File: config.mk
export PLATFORM = sky130hd
export DESIGN_NAME = lpht_mod
export DESIGN_NICKNAME = d
export VERILOG_FILES = /design/src/linear_probe_hash_table_macros.svh /design/src/lpht_pkg.sv /design/src/lpht_mod.sv
export SDC_FILE = /design/constraint.sdc
export NUM_CORES = 1
export LEC_CHECK = 0
export ABC_AREA = 1
export BUFFER_PORTS_ARGS = -buffer_cell sky130_fd_sc_hd__buf_2
export CAP_MARGIN = 20
export CORE_ASPECT_RATIO = 0.7
export CORE_UTILIZATION = 55
export DETAILED_ROUTE_END_ITERATION = 8
export PLACE_DENSITY = 0.75
export SETUP_SLACK_MARGIN = 0.15
export SLEW_MARGIN = 20
export SYNTH_ARGS = -nofsm -noshare
export SYNTH_HDL_FRONTEND = slang
export SYNTH_SLANG_ARGS = --single-unit
export TNS_END_PERCENT = 20
File: constraint.sdc
create_clock -name clk -period 17.85 [get_ports clk]
set_input_delay 1.785 -clock clk [delete_from_list [all_inputs] [get_ports clk]]
set_output_delay 1.785 -clock clk [all_outputs]
set_load 0.02 [all_outputs]
File: src/linear_probe_hash_table_macros.svh
// ---------------------------------------------------------------------------
// linear_probe_hash_table_macros.svh
// Assertion macros for the hash table block; empty bodies under synthesis.
// ---------------------------------------------------------------------------
`ifndef LINEAR_PROBE_HASH_TABLE_MACROS_SVH
`define LINEAR_PROBE_HASH_TABLE_MACROS_SVH

`ifndef SYNTHESIS

// Same-cycle implication, disabled while in reset.
`define LPHT_ASSERT_NOW(label, clk, rst_n, ante, cons) \
    label: assert property (@(posedge clk) disable iff (!rst_n) (ante) |-> (cons)) \
        else $error("lpht assertion failed");

// Next-cycle implication, disabled while in reset.
`define LPHT_ASSERT_NEXT(label, clk, rst_n, ante, cons) \
    label: assert property (@(posedge clk) disable iff (!rst_n) (ante) |=> (cons)) \
        else $error("lpht assertion failed");

`else

`define LPHT_ASSERT_NOW(label, clk, rst_n, ante, cons)
`define LPHT_ASSERT_NEXT(label, clk, rst_n, ante, cons)

`endif

`endif

File: src/lpht_pkg.sv
// ---------------------------------------------------------------------------
// lpht_pkg
// Shared widths, codes and types for the linear probing hash table.
// ---------------------------------------------------------------------------
package lpht_pkg;

    localparam int CAPACITY   = 1024;
    localparam int IDX_W      = $clog2(CAPACITY);
    localparam int CNT_W      = $clog2(CAPACITY + 1);

    localparam int MODE_W     = 2;
    localparam int KEY_W      = 31;
    localparam int VAL_W      = 32;
    localparam int SIZE_W     = 11;
    localparam int STAT_W     = 2;
    localparam int OCC_W      = 11;

    localparam logic [SIZE_W-1:0] SIZE_RESET = SIZE_W'(1024);

    // key % size unit: dividend padded to MOD_PAD_W, MOD_DIGIT bits per cycle
    localparam int MOD_PAD_W  = 32;
    localparam int MOD_DIGIT  = 4;
    localparam int MOD_STEPS  = MOD_PAD_W / MOD_DIGIT;
    localparam int MOD_STEP_W = $clog2(MOD_STEPS);

    localparam logic [MODE_W-1:0] MODE_INSERT = 2'd0;
    localparam logic [MODE_W-1:0] MODE_SEARCH = 2'd1;
    localparam logic [MODE_W-1:0] MODE_DELETE = 2'd2;

    localparam logic [STAT_W-1:0] ST_OK   = 2'd0;
    localparam logic [STAT_W-1:0] ST_MISS = 2'd1;
    localparam logic [STAT_W-1:0] ST_FULL = 2'd2;

    typedef struct packed {
        logic             valid;
        logic [KEY_W-1:0] key;
        logic [VAL_W-1:0] value;
    } slot_t;

    typedef struct packed {
        logic             rd_en;
        logic [IDX_W-1:0] rd_addr;
        logic             wr_en;
        logic [IDX_W-1:0] wr_addr;
        slot_t            wr_data;
    } ram_cmd_t;

endpackage

File: src/lpht_mod.sv
// ---------------------------------------------------------------------------
// lpht_mod
// Iterative key modulo size: restoring remainder, MOD_DIGIT bits per cycle.
// ---------------------------------------------------------------------------
module lpht_mod import lpht_pkg::*; (
    input  logic             clk,
    input  logic             rst_n,
    input  logic             start,
    input  logic [KEY_W-1:0] dividend,
    input  logic [CNT_W-1:0] divisor,
    output logic             done,
    output logic [IDX_W-1:0] rem
);

    logic                  busy_reg;
    logic                  done_reg;
    logic [MOD_STEP_W-1:0] step_reg;
    logic [MOD_PAD_W-1:0]  shift_reg;
    logic [CNT_W-1:0]      rem_reg;
    logic [CNT_W-1:0]      div_reg;
    logic [CNT_W-1:0]      rem_next;

    // MOD_DIGIT shift-compare-subtract steps; remainder stays below divisor
    always_comb
    begin
        logic [CNT_W:0] trial;
        rem_next = rem_reg;
        for (int i = 0; i < MOD_DIGIT; i++)
        begin
            trial = {rem_next, shift_reg[MOD_PAD_W-1-i]};
            if (trial >= {1'b0, div_reg})
                trial = trial - {1'b0, div_reg};
            rem_next = trial[CNT_W-1:0];
        end
    end

    always_ff @(posedge clk or negedge rst_n)
    begin
        if (!rst_n)
        begin
            busy_reg <= 1'b0;
            done_reg <= 1'b0;
            step_reg <= '0;
        end
        else
        begin
            done_reg <= 1'b0;
            if (start)
            begin
                busy_reg <= 1'b1;
                step_reg <= '0;
            end
            else if (busy_reg)
            begin
                step_reg <= step_reg + 1'b1;
                if (step_reg == MOD_STEP_W'(MOD_STEPS - 1))
                begin
                    busy_reg <= 1'b0;
                    done_reg <= 1'b1;
                end
            end
        end
    end

    always_ff @(posedge clk)
    begin
        if (start)
        begin
            shift_reg <= MOD_PAD_W'(dividend);
            rem_reg   <= '0;
            div_reg   <= divisor;
        end
        else if (busy_reg)
        begin
            shift_reg <= shift_reg << MOD_DIGIT;
            rem_reg   <= rem_next;
        end
    end

    assign done = done_reg;
    assign rem  = rem_reg[IDX_W-1:0];

endmodule

==> summary.txt <==
Route
  – Remaining DRCs: 0
  – Vias: between 5000 and 6000
  – Wire per inst: around 16 µm
  – Highest routed layer: met4
  – Vias/cell: 5.455
  – Wl on met1: 6831 µm
  – Pre-antenna DRT Iters: 6
  – DR WL met2: roughly 5900 µm
  – Final wirelength: between 10000 and 15000 µm
  – Remaining antenna violation count after routing: 0
  – Starting DRC count in detailed routing: roughly 600
  – Met3 Wirelength: 1462 µm

Finish
  – Fillers: between 800 and 900
  – Final core occ: 0.6402
  – Most frequent cells in the layout: 258 x nand2_1, 106 x inv_1, 55 x buf_2, 49 x nand3_1, 46 x ha_1
  – Nets: 883
  – Area grow syn2layout: 10.30%
  – Number of flip-flops in the largest register: 32
  – Commonest non-fill, non-tap cell in the layout: nand2_1
  – # diodes: 0
  – Fraction of layout cells with a size suffix above 1: 0.1475
  – Cell Count, Final, Fillers Out: roughly 900

CTS
  – CTS Root Cell: clkbuf_16
  – CTS tree: done
  – CTS H-tree depth: 3
  – Clock-pin slew on the worst setup and hold paths: around 50 ps
  – Clock buffer count from CTS: 9
  – Post-CTS Setup Inserts: 0
  – Clock buffer depth: 2
  – Resize count post-CTS: 0
  – Insertion delay to the later sink of the worst-skew pair: 330 ps
  – CTS Hold Bufs: 0
  – Sink Count: between 50 and 60

Flow run
  – Max-cap viol count: 0

Outcome
  – Status: finished, final reports clean

Floorplan
  – Core box area: ~0.0093 mm²
  – Std cell rows: 29
  – # IOs: between 50 and 60
  – Die area: 0.01021 mm²
  – Initial Util: 0.5804
  – Die Wd: roughly 120 µm
  – Die H: around 85 µm

STA
  – Fin. Hold Viols: 0
  – Final period util: 0.4297
  – Fmax: about 0.13 GHz
  – Clock period minus worst slack: roughly 7700 ps
  – Max-slew headroom: 0.3676
  – Setup_tns: 0 ps
  – Final setup margin: 10180 ps
  – Tightest Pin Transition: about 950 ps
  – RSZ-0062 raised after global routing: no
  – Max-slew violation total from the final report: 0
  – Clock Skew: around 4.8 ps
  – Setup violators final: 0

Critical path
  – Reg2reg path depth: 41
  – R2R Path Start: div_reg[0]$_DFFE_PP_
  – CP startpoint kind: flip-flop
  – Required time worst endpoint: ~18000 ps
  – Worst path most repeated cell: nand2_1
  – Crit Path Max Fanout: 12
  – Slowest stage delay, CP: around 540 ps
  – CP Capture Type: flip-flop
  – Critical path arrival: ~7900 ps
  – Crit path from: div_reg[0]$_DFFE_PP_
  – Slowest CP cell: edfxtp_1
  – Crit Path Category: flip-flop to flip-flop

Synthesis
  – Post-synthesis sequential area ratio: 0.3017
  – Top_reg_cell synth: edfxtp_1
  – Synth async-reset ratio: 0.08475
  – Synth unique cells: 45
  – Yosys Warn Count: 0
  – Avg Cell Area, Syn: approximately 7.2 µm²
  – EDFF count, synth: 42
  – Syn Inst Count: 751
  – Syn Nets: 846
  – Synthesis-stage register bit count: between 50 and 60
  – Synth Cell Area: about 0.0054 mm²

Hold path
  – Tightest Hold Check Type: flip-flop to flip-flop
  – Hold path cells: 2
  – Hold wc startpoint: shift_reg[19]$_DFFE_PP_

Global routing
  – Global-route wire length before repair: between 20000 and 25000 µm
  – Vias in the first global route: between 4000 and 5000
  – Number of antenna violations at the first check in global routing: 0
  – Largest net degree at the start of global routing: 48
  – GRT Resource Usage Total: 0.2967
  – GRT overflow: 0

Placed design
  – Final GP Congestion: about 1.0
  – IO Port Bufs: between 50 and 60
  – Detailed Place HPWL: 11500 µm
  – DP Worst Slack: 10360 ps
  – # placed instances: 901
==> per-layer routing <==
| layer | track usage | vias up |
|---|---|---|
| met2 | 0.4253 | 224 |
| met1 | 0.4336 | 2250 |
| met3 | 0.08266 | 32 |
| li1 | - | 2496 |
| met5 | 0 | - |
| met4 | 0.08642 | 0 |
==> critical path, delay by kind of cell (launching register included) <==
family / cells / cell delay, ps
DFF: 1 / 540
adders and majority gates: 5 / 1690
and+or+nand+nor: 23 / 2880
buffers and inverters: 4 / 310
AOI/OAI and AO/OA: 9 / 2160
==> cell type report <==
| type | instances | area [µm²] | area share |
|---|---|---|---|
| inverter | 115 | 431.7 | 0.07259 |
| tap | 124 | 155.1 | 0.02609 |
| sequential | 59 | 1627 | 0.2735 |
| timing repair buffer | 55 | 275.3 | 0.04629 |
| clock buffer | 12 | 279.0 | 0.04692 |
| multi-input combinational | 548 | 3149 | 0.5296 |
| clock inverter | 4 | 30.03 | 0.005049 |
==> cell usage after synthesis (all sizes together), types with 2 or more instances <==
cell type / number / area share
nand2: 278 / 0.20
inv: 114 / 0.079
nand3: 57 / 0.065
ha: 46 / 0.11
edfxtp: 42 / 0.23
nor2: 35 / 0.029
nand4: 31 / 0.041
a21oi: 30 / 0.029
buf: 23 / 0.030
o21ai: 16 / 0.015
xor2: 16 / 0.026
xnor2: 15 / 0.024
dfxtp: 12 / 0.045
clkbuf: 6 / 0.0042
dfrtp: 5 / 0.023
fa: 4 / 0.015
a21boi: 3 / 0.0063
nand3b: 3 / 0.0042
a22o: 2 / 0.0032
nor3: 2 / 0.0019
o21bai: 2 / 0.0028
==> worst paths after layout <==
kind / endpoint / slack (ps)
worst max register to register: rem_reg[10]$_SDFFE_PP0P_ / 10180
max in group asynchronous: step_reg[0]$_DFFE_PN0P_ / 16430
worst max-delay path: rem_reg[10]$_SDFFE_PP0P_ / 10180
min in group asynchronous: step_reg[1]$_DFFE_PN0P_ / 1270
worst min register to register: shift_reg[23]$_DFFE_PP_ / 510
worst min-delay path: shift_reg[23]$_DFFE_PP_ / 510
==> through the flow <==
stage / area, µm² / hold slack [ps]
global placement: 5638 / 490.7
global route: 5947 / 523.6
floorplan: 5391 / 421.5
detailed placement: 5638 / 494.4
finish: 5947 / 505.3
CTS: 5947 / 505.5
==> cells by family after synthesis <==
| kind of cell | count (synthesis) | share of synthesized area |
|---|---|---|
| XOR/XNOR | 31 | 0.05036 |
| AO/OA/AOI/OAI | 59 | 0.06498 |
| flip-flops | 59 | 0.3017 |
| buffers and inverters | 144 | 0.1142 |
| adder cells (fa/ha/maj) | 50 | 0.1216 |
| AND/OR/NAND/NOR | 408 | 0.3472 |
Power is not shown: default switching activity piles up to over one toggle a cycle in this logic, so the estimate is an artifact.
